$ cat src/design/itrd_pkg.sv
// ----------------------------------------------------------------------------
// itrd_pkg - shared definitions for the integer to radix digit converter
// Sizes, ASCII constants, radix saturation and the divider result group.
// ----------------------------------------------------------------------------
package itrd_pkg;

  localparam int VALUE_WIDTH = 64;
  localparam int MAX_DIGITS  = 64;

  // Divider consumes this many dividend bits per cycle
  localparam int BITS_PER_STEP = 8;
  localparam int DIV_STEPS     = (VALUE_WIDTH + BITS_PER_STEP - 1) / BITS_PER_STEP;
  localparam int DIV_W         = DIV_STEPS * BITS_PER_STEP;
  localparam int STEP_W        = $clog2(DIV_STEPS + 1);

  localparam int DIGIT_W = 6;
  localparam int CHAR_W  = 7;
  localparam int ADDR_W  = $clog2(MAX_DIGITS);
  localparam int CNT_W   = $clog2(MAX_DIGITS + 1);

  localparam logic [DIGIT_W-1:0] RADIX_MIN   = 6'd2;
  localparam logic [DIGIT_W-1:0] RADIX_MAX   = 6'd36;
  localparam logic [DIGIT_W-1:0] RADIX_RESET = 6'd10;

  localparam logic [CHAR_W-1:0] DIGIT_ZERO = 7'd48;       // '0'
  localparam logic [CHAR_W-1:0] LOWER_BASE = 7'd87;       // 'a' - 10
  localparam logic [CHAR_W-1:0] UPPER_BASE = 7'd55;       // 'A' - 10

  localparam logic [7:0] REG_RADIX      = 8'd0;
  localparam logic [7:0] REG_UPPER_CASE = 8'd1;

  typedef struct packed {
    logic               done;
    logic [DIV_W-1:0]   quotient;
    logic [DIGIT_W-1:0] remainder;
  } div_res_t;

  function automatic logic [DIGIT_W-1:0] eff_radix(input logic [DIGIT_W-1:0] r);
    logic [DIGIT_W-1:0] res;
    if (r < RADIX_MIN) begin
      res = RADIX_MIN;
    end else if (r > RADIX_MAX) begin
      res = RADIX_MAX;
    end else begin
      res = r;
    end
    return res;
  endfunction

  function automatic logic [CHAR_W-1:0] digit_to_ascii(input logic [DIGIT_W-1:0] d,
                                                      input logic upper);
    logic [CHAR_W-1:0] res;
    if (d < 6'd10) begin
      res = DIGIT_ZERO + CHAR_W'(d);
    end else if (upper) begin
      res = UPPER_BASE + CHAR_W'(d);
    end else begin
      res = LOWER_BASE + CHAR_W'(d);
    end
    return res;
  endfunction

endpackage

$ cat src/design/itrd_div.sv
// ----------------------------------------------------------------------------
// itrd_div - iterative divider by a small radix
// Restoring long division, BITS_PER_STEP quotient bits per cycle.
// ----------------------------------------------------------------------------
module itrd_div (
  input  logic                         clk,
  input  logic                         rst,
  input  logic                         start,
  input  logic [itrd_pkg::DIV_W-1:0]   dividend,
  input  logic [itrd_pkg::DIGIT_W-1:0] divisor,
  output itrd_pkg::div_res_t           res
);
  import itrd_pkg::*;

  logic               busy;
  logic               done;
  logic [STEP_W-1:0]  steps;
  logic [DIV_W-1:0]   work;
  logic [DIGIT_W-1:0] rem;
  logic [DIGIT_W-1:0] dvsr;

  logic [DIV_W-1:0]   work_next;
  logic [DIGIT_W-1:0] rem_next;

  // Shift dividend bits out at the top, quotient bits in at the bottom
  always_comb begin
    logic [DIGIT_W:0] r;
    r = {1'b0, rem};
    work_next = work;
    for (int i = 0; i < BITS_PER_STEP; i++) begin
      r = {r[DIGIT_W-1:0], work_next[DIV_W-1]};
      work_next = {work_next[DIV_W-2:0], 1'b0};
      if (r >= {1'b0, dvsr}) begin
        r = r - {1'b0, dvsr};
        work_next[0] = 1'b1;
      end
    end
    rem_next = r[DIGIT_W-1:0];
  end

  always_ff @(posedge clk) begin
    if (rst) begin
      busy  <= 1'b0;
      done  <= 1'b0;
      steps <= '0;
    end else begin
      done <= 1'b0;
      if (start) begin
        busy  <= 1'b1;
        steps <= STEP_W'(DIV_STEPS - 1);
        work  <= dividend;
        rem   <= '0;
        dvsr  <= divisor;
      end else if (busy) begin
        work  <= work_next;
        rem   <= rem_next;
        steps <= steps - 1'b1;
        if (steps == '0) begin
          busy <= 1'b0;
          done <= 1'b1;
        end
      end
    end
  end

  assign res.done      = done;
  assign res.quotient  = work;
  assign res.remainder = rem;

endmodule

$ cat src/design/itrd_store.sv
// ----------------------------------------------------------------------------
// itrd_store - digit memory
// One write port, one registered read port.
// ----------------------------------------------------------------------------
module itrd_store (
  input  logic                         clk,
  input  logic                         wr_en,
  input  logic [itrd_pkg::ADDR_W-1:0]  wr_addr,
  input  logic [itrd_pkg::DIGIT_W-1:0] wr_data,
  input  logic                         rd_en,
  input  logic [itrd_pkg::ADDR_W-1:0]  rd_addr,
  output logic [itrd_pkg::DIGIT_W-1:0] rd_data
);
  import itrd_pkg::*;

  logic [DIGIT_W-1:0] mem [MAX_DIGITS];

  always_ff @(posedge clk) begin
    if (wr_en) begin
      mem[wr_addr] <= wr_data;
    end
    if (rd_en) begin
      rd_data <= mem[rd_addr];
    end
  end

endmodule

$ cat src/design/integer_to_radix_digits.sv
// ----------------------------------------------------------------------------
// integer_to_radix_digits - unsigned integer to ASCII digits in a set radix
// Divides the value by the radix repeatedly, stores the remainders and
// streams them out as characters, most significant digit first.
// ----------------------------------------------------------------------------
//  channel  | dir | word
//  s_axis   | in  | tdata[63:0] value
//  m_axis   | out | tdata[6:0] digit_char, tdata[7] zero; tlast = last digit
//  cfg      | in  | index 0 radix (data[5:0]), index 1 upper_case (data[0])
//
//  Timing: each digit is divided out in the shared divider, which takes
//  one 8-bit slice of the dividend per cycle while busy; on output each
//  digit passes through the EMIT_RD, EMIT_LD and EMIT_SH states and the
//  memory read port, so a word is divided fully before its first digit.
//  Reset: synchronous; radix returns to 10, upper_case to 0.
//  Stalls: the output register holds a digit until taken; a new value is
//  taken only once the last digit of the previous one has left.
module integer_to_radix_digits (
  input  logic        clk,
  input  logic        rst,
  input  logic        s_axis_tvalid,
  output logic        s_axis_tready,
  input  logic [63:0] s_axis_tdata,   // [63:0] value
  output logic        m_axis_tvalid,
  input  logic        m_axis_tready,
  output logic [7:0]  m_axis_tdata,   // [6:0] digit_char, [7] zero pad
  output logic        m_axis_tlast,
  input  logic        cfg_valid,
  output logic        cfg_ready,
  input  logic [7:0]  cfg_index,
  input  logic [7:0]  cfg_data
);
  import itrd_pkg::*;

  typedef enum logic [2:0] {
    IDLE, DIV_START, DIV_WAIT, EMIT_RD, EMIT_LD, EMIT_SH
  } state_t;

  state_t             state;
  logic [DIGIT_W-1:0] radix;
  logic               upper_case;
  logic [VALUE_WIDTH-1:0] remaining_value;
  logic [CNT_W-1:0]   digit_count;
  logic [CNT_W-1:0]   emit_cnt;
  logic [CHAR_W-1:0]  out_char;
  logic               out_last;
  logic               out_valid;

  div_res_t           div_res;
  logic               div_start;
  logic               wr_en;
  logic               rd_en;
  logic [DIGIT_W-1:0] rd_data;
  logic [CNT_W-1:0]   count_next;
  logic [VALUE_WIDTH-1:0] quot;

  assign s_axis_tready = (state == IDLE);
  assign cfg_ready     = 1'b1;
  assign m_axis_tvalid = out_valid;
  assign m_axis_tdata  = {1'b0, out_char};
  assign m_axis_tlast  = out_last;

  assign div_start  = (state == DIV_START);
  assign wr_en      = (state == DIV_WAIT) && div_res.done;
  assign rd_en      = (state == EMIT_RD);
  assign count_next = digit_count + 1'b1;
  assign quot       = div_res.quotient[VALUE_WIDTH-1:0];

  itrd_div u_div (
    .clk      (clk),
    .rst      (rst),
    .start    (div_start),
    .dividend (DIV_W'(remaining_value)),
    .divisor  (eff_radix(radix)),
    .res      (div_res)
  );

  itrd_store u_store (
    .clk     (clk),
    .wr_en   (wr_en),
    .wr_addr (digit_count[ADDR_W-1:0]),
    .wr_data (div_res.remainder),
    .rd_en   (rd_en),
    .rd_addr (ADDR_W'(emit_cnt - 1'b1)),
    .rd_data (rd_data)
  );

  // Configuration registers; unknown indexes drop the write
  always_ff @(posedge clk) begin
    if (rst) begin
      radix      <= RADIX_RESET;
      upper_case <= 1'b0;
    end else if (cfg_valid && cfg_ready) begin
      case (cfg_index)
        REG_RADIX:      radix      <= cfg_data[DIGIT_W-1:0];
        REG_UPPER_CASE: upper_case <= cfg_data[0];
        default: ;
      endcase
    end
  end

  // Sequencer: divide until the quotient runs out or the store fills,
  // then read digits back from the top entry down
  always_ff @(posedge clk) begin
    if (rst) begin
      state           <= IDLE;
      remaining_value <= '0;
      digit_count     <= '0;
      emit_cnt        <= '0;
      out_valid       <= 1'b0;
    end else begin
      case (state)
        IDLE: begin
          if (s_axis_tvalid) begin
            remaining_value <= s_axis_tdata[VALUE_WIDTH-1:0];
            digit_count     <= '0;
            state           <= DIV_START;
          end
        end
        DIV_START: begin
          state <= DIV_WAIT;
        end
        DIV_WAIT: begin
          if (div_res.done) begin
            remaining_value <= quot;
            digit_count     <= count_next;
            if ((quot == '0) || (count_next == CNT_W'(MAX_DIGITS))) begin
              emit_cnt <= count_next;
              state    <= EMIT_RD;
            end else begin
              state <= DIV_START;
            end
          end
        end
        EMIT_RD: begin
          state <= EMIT_LD;
        end
        EMIT_LD: begin
          out_valid <= 1'b1;
          out_char  <= digit_to_ascii(rd_data, upper_case);
          out_last  <= (emit_cnt == CNT_W'(1));
          state     <= EMIT_SH;
        end
        EMIT_SH: begin
          // Hold the word until the sink takes it
          if (m_axis_tready) begin
            out_valid <= 1'b0;
            if (out_last) begin
              state <= IDLE;
            end else begin
              emit_cnt <= emit_cnt - 1'b1;
              state    <= EMIT_RD;
            end
          end
        end
        default: state <= IDLE;
      endcase
    end
  end

endmodule

$ cat config.mk
export PLATFORM = sky130hd
export DESIGN_NAME = integer_to_radix_digits
export DESIGN_NICKNAME = d
export VERILOG_FILES = /design/src/design/itrd_pkg.sv /design/src/design/itrd_div.sv /design/src/design/itrd_store.sv /design/src/design/integer_to_radix_digits.sv
export SDC_FILE = /design/constraint.sdc
export NUM_CORES = 1
export LEC_CHECK = 0
export BUFFER_PORTS_ARGS = -buffer_cell sky130_fd_sc_hd__buf_2
export CORE_MARGIN = 4
export CORE_UTILIZATION = 45
export DETAILED_ROUTE_END_ITERATION = 16
export GPL_ROUTABILITY_DRIVEN = 0
export HOLD_SLACK_MARGIN = 0.12
export PLACE_DENSITY_LB_ADDON = 0.25
export SLEW_MARGIN = 20
export SYNTH_ARGS = -nofsm -noshare
export SYNTH_HDL_FRONTEND = slang
export SYNTH_SLANG_ARGS = --single-unit
$ cat constraint.sdc
create_clock -name clk -period 20.5 [get_ports clk]
set_input_delay 4.1 -clock clk [delete_from_list [all_inputs] [get_ports clk]]
set_output_delay 4.1 -clock clk [all_outputs]
set_load 0.02 [all_outputs]
==> reports/qor.yml, run 1 <==
run_status: "finished, final reports clean"
die_area_sq_um: 61000
yosys-top-cells-area: "edfxtp_1 55%, mux4_2 11%, dfxtp_1 7.4%, mux2i_1 3.1%, nand2_1 3.0%"
place_hpwl_mm: 37.1
synth_edf_count: 474
fp.dieH_um: 247
layout_setup_ws_ns: 2.58
cts_num_sinks: 569
hold_class: "flop to flop"
yosysWarnings: 0
worstPathRequired_ns: 20.81
synth_area_leader_cell: "edfxtp_1"
grt_pass1_wl_mm: 89.4
period_needed_ns: 17.92
arrival_ns: 18.23
synth_seq_cells: 569
antennaDiodeCount: 0
cp-end-kind: "flop"
fin_tns_setup_ns: 0
worst_slew_pin_slew_ns: 1.05
numPortBuffers: 92
crit-reg2reg-launch: "u_div.dvsr[1]"
area.growth.synth_to_final_pct: 11.9
via_per_inst: 5.63
reg2reg_to: "u_div.rem[5]"
dp.cells: 2575
cts_tree: "done"
synth_top_cell_area_share_pct: 55.4
hp-start: "m_axis_tvalid"
wirelength_mm: 57.8
post-cts-setup-buffers: 0
dr.pass1.iters: 5
fin_nets: 2026
reg2reg_slack_ns: 2.58
final_cell_mix: "474 x edfxtp_1, 207 x nand2_1, 204 x nor2_1, 126 x mux4_2, 94 x dfxtp_1"
worstRegToRegCells: 72
core-area_sq_um: 56500
grt_overflow: 0
grt_pass1_vias: 15096
ctsLongestPathBuffers: 3
slew_headroom_pct: 30.0
hold_path_end: "m_axis_tvalid"
grt_util_all_layers_pct: 18.9
syn_inst: 1803
clk_pin_slew_ns: 0.06
clock.fmax_mhz: 55.8
period_share_pct: 87.4
ys_types: 75
ant_nets: 0
clk_latency_ns: 0.63
synth_seq_area_share_pct: 62.8
drive_above_1_share_pct: 18.7
htree_levels: 2
setup_violations: 0
critical-path-slowest-cell: "edfxtp_1"
async_reset_ff_share_pct: 0
placementRows: 87
hold_violations: 0
hold_depth: 2
post-route-util_pct: 50.9
grt_max_degree: 105
critPathKind: "flop to flop"
cts_made_buffers: 57
finish.cell_count_without_fillers: 2680
avgSynthCellArea_sq_um: 14.3
drc: 0
n_fill_cell: 4747
report.final.slew_viol_count: 0
skew_ns: 0.0414
dieWidth_um: 247
syn_nets: 1951
cp_common_cell: "ha_1"
ys.flop_type: "edfxtp_1"
pre_cts_slack_ns: 2.83
critPathMaxStageDelay_ns: 0.67
num_vias: 15095
final_common_cell: "edfxtp_1"
ctsResizeCount: 0
holdBufCountCts: 0
syn-cell-area_sq_um: 25700
maxCapViolations: 0
root_buffer: "clkbuf_16"
drt_iter0_markers: 1016
antenna_found_initial: 2
wl_per_cell_um: 21.6
io_pins: 97
worst_setup_path_start_kind: "flop"
rsz0062_at_grt: "false"
crit_fanout: 10
initial_core_util_pct: 45.5
==> layout make-up <==
class | instances | area, sq um | area share, %
well taps | 756 | 946 | 3.29
flip-flops and latches | 569 | 16100 | 56.1
clock inverters | 27 | 267 | 0.927
inverters | 45 | 169 | 0.587
repair buffers | 110 | 602 | 2.09
clock buffers | 78 | 1550 | 5.38
multi-input cells | 1095 | 9090 | 31.6
==> worst max-delay path: cells and delay by family (launching register included) <==
| family | cells | cell delay, ns |
|---|---|---|
| buf+inv | 5 | 0.74 |
| compound gates | 34 | 7.85 |
| mux | 8 | 2.71 |
| fa+ha+maj | 8 | 2.44 |
| simple gates | 17 | 3.20 |
| flops | 1 | 0.67 |
==> cell families after synthesis <==
logic type / after synthesis / share of synthesized area (%)
xor+xnor: 46 / 1.57
simple gates: 537 / 9.13
fa+ha+maj: 64 / 3.34
buf+inv: 139 / 2.06
other cells: 2 / 0.0292
flops: 569 / 62.8
compound gates: 225 / 6.26
mux: 221 / 14.8
==> synthesized netlist by cell type (all sizes together), types with 3 or more instances <==
| master | instances |
|---|---|
| ha | 55 |
| edfxtp | 474 |
| nand4 | 7 |
| o21ai | 33 |
| buf | 23 |
| a211oi | 72 |
| a31oi | 4 |
| o21a | 4 |
| nor2 | 207 |
| nor4b | 3 |
| mux4 | 126 |
| xor2 | 15 |
| inv | 45 |
| mux2 | 13 |
| nor2b | 16 |
| a22oi | 4 |
| nor3 | 10 |
| a211o | 4 |
| a21o | 18 |
| and2 | 4 |
| clkbuf | 71 |
| o211ai | 3 |
| nand3b | 6 |
| dfxtp | 95 |
| o221ai | 4 |
| nand2b | 8 |
| fa | 8 |
| xnor2 | 31 |
| a21oi | 56 |
| nand2 | 208 |
| and3 | 8 |
| nand3 | 18 |
| or3 | 5 |
| mux2i | 82 |
| or2 | 6 |
| nor4 | 23 |
==> flip-flops by register name, summed over array words and instances, names as in the netlist <==
register / count
remaining_value: 64
m_axis_tvalid: 1
u_div.busy: 1
u_div.steps: 4
u_div.rem: 6
u_div.work: 64
u_store.rd_data: 6
m_axis_tlast: 1
u_div.done: 1
out_char: 7
radix: 6
emit_cnt: 7
state: 3
digit_count: 7
upper_case: 1
u_div.dvsr: 6
u_store.mem: 384
==> worst max-delay path by stage <==
stage                        from  slack [ns]      endpoint  cells past startpoint
floorplan            u_div.rem[3]        4.52  u_div.rem[1]                     73
global placement    u_div.dvsr[1]        3.04  u_div.rem[3]                     72
detailed placement  u_div.dvsr[1]        2.83  u_div.rem[5]                     72
CTS                 u_div.dvsr[1]        2.69  u_div.rem[5]                     72
global route        u_div.dvsr[1]        1.19  u_div.rem[5]                     74
finish              u_div.dvsr[1]        2.58  u_div.rem[5]                     72
==> per-stage QoR <==
stage | hold slack [ns] | instance area, sq um
floorplan | 0.461 | 25700
global placement | 0.467 | 26900
detailed placement | 0.471 | 26900
CTS | 0.479 | 28800
global route | 0.493 | 28800
finish | 0.470 | 28800
==> layer usage <==
layer | part of all wire (%) | global-route usage, % | vias to the layer above
met1 | 41 | 25.2 | 7549
li1 | - | - | 7019
met5 | 0.050 | 0 | -
met3 | 6.0 | 3.55 | 127
met2 | 49 | 31.3 | 396
met4 | 3.6 | 6.62 | 4
Power of run 1 is left out: the tool's default activity adds up to more than one toggle a clock period on the data nets, which glitch-free logic cannot reach.
==> run 2: changes to the inputs <==
- CTS_BUF_LIST: not set -> sky130_fd_sc_hd__clkbuf_2 sky130_fd_sc_hd__clkbuf_4 sky130_fd_sc_hd__clkbuf_8
==> run 2 against run 1 <==
Wire length is 0.82% higher; final area about the same; largest cell class unchanged; count of clock-buffer cells in the layout rose by 46; global-route usage up 0.24 points; utilization hardly changed; non-clock buffer count unchanged; first-iteration DRC count down 0.69%; register-to-register slack better by 0.10 ns; clock skew fell by 0.010 ns; highest routed layer unchanged.
==> reports/qor.yml, run 2 (synthesis results as in run 1) <==
cp-end-kind: "flop"
period_share_pct: 86.9
largest_register_ffs: 384
critPathKind: "flop to flop"
final_cell_mix: "474 x edfxtp_1, 207 x nand2_1, 204 x nor2_1, 126 x mux4_2, 99 x clkbuf_8"
largestRegisters: "u_store.mem: 384 flops, remaining_value: 64 flops, u_div.work: 64 flops"
use_met3_pct: 4.09
worstRegToRegCells: 73
hold_class: "flop to flop"
grt_pass1_wl_mm: 89.9
num_vias: 15207
cts_num_sinks: 569
drc: 0
critPathMaxStageDelay_ns: 0.66
reg2reg_to: "u_div.rem[5]"
drt_iter0_markers: 1009
fin_nets: 2060
crit-reg2reg-launch: "u_div.dvsr[1]"
clk_pin_slew_ns: 0.06
placementRows: 87
clk_latency_ns: 0.70
reg2reg_slack_ns: 2.68
crit_path_start: "u_div.dvsr[1]"
io_pins: 97
clock.fmax_mhz: 56.1
crit_buf_inv: 5
setup_violations: 0
busiest_layer: "met2"
htree_levels: 3
place_hpwl_mm: 37.1
ant_nets: 0
hold_violations: 0
ctsResizeCount: 0
post-route-util_pct: 50.9
grt_max_degree: 105
initial_core_util_pct: 45.5
antenna_found_initial: 2
fin_tns_setup_ns: 0
wirelength_mm: 58.3
skew_ns: 0.0314
slew_headroom_pct: 29.8
period_needed_ns: 17.82
cp_common_cell: "ha_1"
worst_slew_pin_slew_ns: 1.05
arrival_ns: 18.21
grt_use_met2_pct: 31.6
dieWidth_um: 247
endpoint: "u_div.rem[5]"
cts_made_buffers: 91
fp.dieH_um: 247
cp.depth: 73
drive_above_1_share_pct: 21.7
core-area_sq_um: 56500
critical-path-slowest-cell: "edfxtp_1"
die_area_sq_um: 61000
crit_family: "compound AO/OA/AOI/OAI gates"
post-cts-setup-buffers: 0
final_common_cell: "edfxtp_1"
cts_tree: "done"
ctsLongestPathBuffers: 3
area.growth.synth_to_final_pct: 11.9
crit_fanout: 10
largest_register: "u_store.mem"
maxCapViolations: 0
grt_util_all_layers_pct: 19.2
use_met1_pct: 25.1
numPortBuffers: 92
wl_per_cell_um: 21.3
rsz0062_at_grt: "false"
holdBufCountCts: 0
via_per_inst: 5.55
worstPathRequired_ns: 20.90
grt_pass1_vias: 15497
root_buffer: "clkbuf_8"
run_status: "finished, final reports clean"
report.final.slew_viol_count: 0
dr.pass1.iters: 4
grt_overflow: 0
worst_setup_path_start_kind: "flop"
-- run 2: worst register-to-register path, delay by kind of cell, from the launching register on --
| kind | cells | cell delay (ns) |
|---|---|---|
| compound gates | 33 | 7.55 |
| simple gates | 19 | 3.51 |
| mux | 8 | 2.69 |
| fa+ha+maj | 8 | 2.40 |
| buf+inv | 5 | 0.73 |
| flops | 1 | 0.66 |
-- run 2: how the worst min path moves through the flow --
| stage | cells after the start | start | slack, ns | to |
|---|---|---|---|---|
| detailed placement | 2 | m_axis_tvalid | 0.47 | m_axis_tvalid |
| global placement | 2 | m_axis_tvalid | 0.47 | m_axis_tvalid |
| CTS | 2 | m_axis_tvalid | 0.48 | m_axis_tvalid |
| finish | 2 | m_axis_tvalid | 0.47 | m_axis_tvalid |
| global route | 2 | m_axis_tvalid | 0.49 | m_axis_tvalid |
| floorplan | 2 | radix[0] | 0.46 | radix[0] |
-- run 2: per-layer routing --
layer  vias to the layer above  routed length [um]
met5                         -                  12
met3                       122                3350
li1                       7100                   -
met2                       402               28600
met1                      7581               24400
met4                         2                2030
-- run 2: area by class of cell --
cell class | instances | area (sq um)
fill | 4789 | 27700
antenna | 1 | 2.50
clock buffer | 124 | 1550
tap | 756 | 946
sequential | 569 | 16100
inverter | 45 | 169
clock inverter | 38 | 270
timing repair buffer | 110 | 602
multi-input combinational | 1095 | 9090
-- run 2: stage by stage --
stage          cell area, sq um  std cells  setup slack [ns]  hold slack (ns)
2_1_floorplan             25700       1803              4.52            0.461
3_3_place_gp              26900       2575              3.04            0.467
3_5_place_dp              26900       2575              2.83            0.471
4_1_cts                   28800       2737              2.73            0.479
5_1_grt                   28800       2737              1.24            0.494
6_report                  28800       2738              2.68            0.473
Power of run 2 is left out for the same reason.
==> run 3: changes to the inputs <==
- CELL_PAD_IN_SITES_DETAIL_PLACEMENT: not set -> 1
- CELL_PAD_IN_SITES_GLOBAL_PLACEMENT: not set -> 1
==> run 3 against run 2 <==
Sequential share of layout area shrank 0.13 points; register-to-register slack lost 0.91 ns; wire length grew 13%; final area grew 0.24%; highest routed layer is now met4; non-clock buffer count grew 1; final cell count grew 0.26%; flip-flop and latch count is the same; global-route usage grew 2.7 points; utilization grew 0.12 points; first-iteration DRC count shrank 5.0%; critical path type unchanged.
==> reports/qor.yml, run 3 (synthesis results as in run 1) <==
grt_util_all_layers_pct: 21.9
critPathMaxStageDelay_ns: 0.72
clock.fmax_mhz: 53.4
period_needed_ns: 18.73
core-area_sq_um: 56500
largest_register: "u_store.mem"
ctsLongestPathBuffers: 3
maxCapViolations: 0
htree_levels: 3
antenna_found_initial: 6
dr.pass1.iters: 5
fp.dieH_um: 247
arrival_ns: 19.12
final_cell_mix: "474 x edfxtp_1, 207 x nand2_1, 204 x nor2_1, 126 x mux4_2, 95 x clkbuf_8"
post-cts-setup-buffers: 0
drive_above_1_share_pct: 22.1
largest_register_ffs: 384
placementRows: 87
drt_iter0_markers: 959
num_vias: 15577
run_status: "finished, final reports clean"
hold_violations: 0
hold_path_end: "remaining_value[39]"
root_buffer: "clkbuf_8"
wl_per_cell_um: 24.1
period_share_pct: 91.4
dieWidth_um: 247
grt_max_degree: 76
clk_pin_slew_ns: 0.06
worst_slew_pin_slew_ns: 1.08
hp-start: "remaining_value[39]"
register_area_sq_um: 16100
ant_nets: 0
grt_pass1_wl_mm: 101
slew_headroom_pct: 27.5
via_per_inst: 5.67
area.growth.synth_to_final_pct: 12.2
cp_common_cell: "ha_1"
die_area_sq_um: 61000
crit-reg2reg-launch: "u_div.dvsr[1]"
cts_made_buffers: 93
hold_depth: 2
grt_overflow: 0
fin_nets: 2063
numPortBuffers: 92
ctsResizeCount: 0
io_pins: 97
reg2reg_to: "u_div.rem[1]"
grt_pass1_vias: 16628
n_fill_cell: 5613
cts_num_sinks: 569
multi_input_area_sq_um: 9090
wirelength_mm: 66.1
critical-path-slowest-cell: "edfxtp_1"
setup_violations: 0
initial_core_util_pct: 45.5
reg2reg_slack_ns: 1.77
drc: 0
holdBufCountCts: 0
final_common_cell: "edfxtp_1"
cp-end-kind: "flop"
place_hpwl_mm: 42.8
largestRegisters: "u_store.mem: 384 flops, remaining_value: 64 flops, u_div.work: 64 flops"
worstPathRequired_ns: 20.89
hold_class: "flop to flop"
worstRegToRegCells: 69
fin_tns_setup_ns: 0
worst_setup_path_start_kind: "flop"
crit_fanout: 10
report.final.slew_viol_count: 0
clk_latency_ns: 0.71
rsz0062_at_grt: "false"
cts_tree: "done"
skew_ns: 0.0463
critPathKind: "flop to flop"
## run 3: cell type report
cell class                      instances  area share, %
Antenna cell                            4         0.0347
Clock buffer                          134           5.55
Clock inverter                         31          0.894
Inverter                               45          0.586
Multi-Input combinational cell       1095           31.5
Sequential cell                       569           56.0
Tap cell                              756           3.28
Timing Repair Buffer                  111           2.17
## run 3: layer usage
metal,wire [um],share of wire [%],GRT usage [%],vias up
met5,0,0,0,-
met4,1630,2.5,6.52,0
met3,3180,4.8,3.71,106
met2,32800,50,36.3,388
met1,28600,43,29.9,7991
li1,-,-,-,7092
## run 3: worst max-delay path by stage
stage / slack (ns) / endpoint / depth (start not counted) / startpoint
final: 1.77 / u_div.rem[1] / 69 / u_div.dvsr[1]
after global routing: 0.48 / u_div.rem[1] / 73 / u_div.dvsr[1]
after CTS: 1.81 / u_div.rem[1] / 69 / u_div.dvsr[1]
after detailed placement: 1.96 / u_div.rem[1] / 69 / u_div.dvsr[1]
after global placement: 2.45 / u_div.rem[4] / 69 / u_div.dvsr[1]
after floorplan: 4.52 / u_div.rem[1] / 73 / u_div.rem[3]
## run 3: critical path, delay by kind of cell, from the launching register on
family	cells	cell delay, ns
compound gates	34	8.40
simple gates	14	3.10
mux	8	2.78
fa+ha+maj	8	2.56
buf+inv	5	0.82
flops	1	0.72
## run 3: per-stage QoR
stage / hold WS [ns] / instance area, sq um / instances / setup WS [ns] / utilization (%)
after floorplan: 0.461 / 25700 / 1803 / 4.52 / -
after global routing: 0.519 / 28800 / 2745 / 0.478 / 51.1
final: 0.503 / 28800 / 2745 / 1.77 / 51.1
after global placement: 0.480 / 26900 / 2575 / 2.45 / 47.7
after detailed placement: 0.496 / 26900 / 2575 / 1.96 / 47.7
after CTS: 0.507 / 28800 / 2740 / 1.81 / 51.0
Power of run 3 is left out for the same reason.
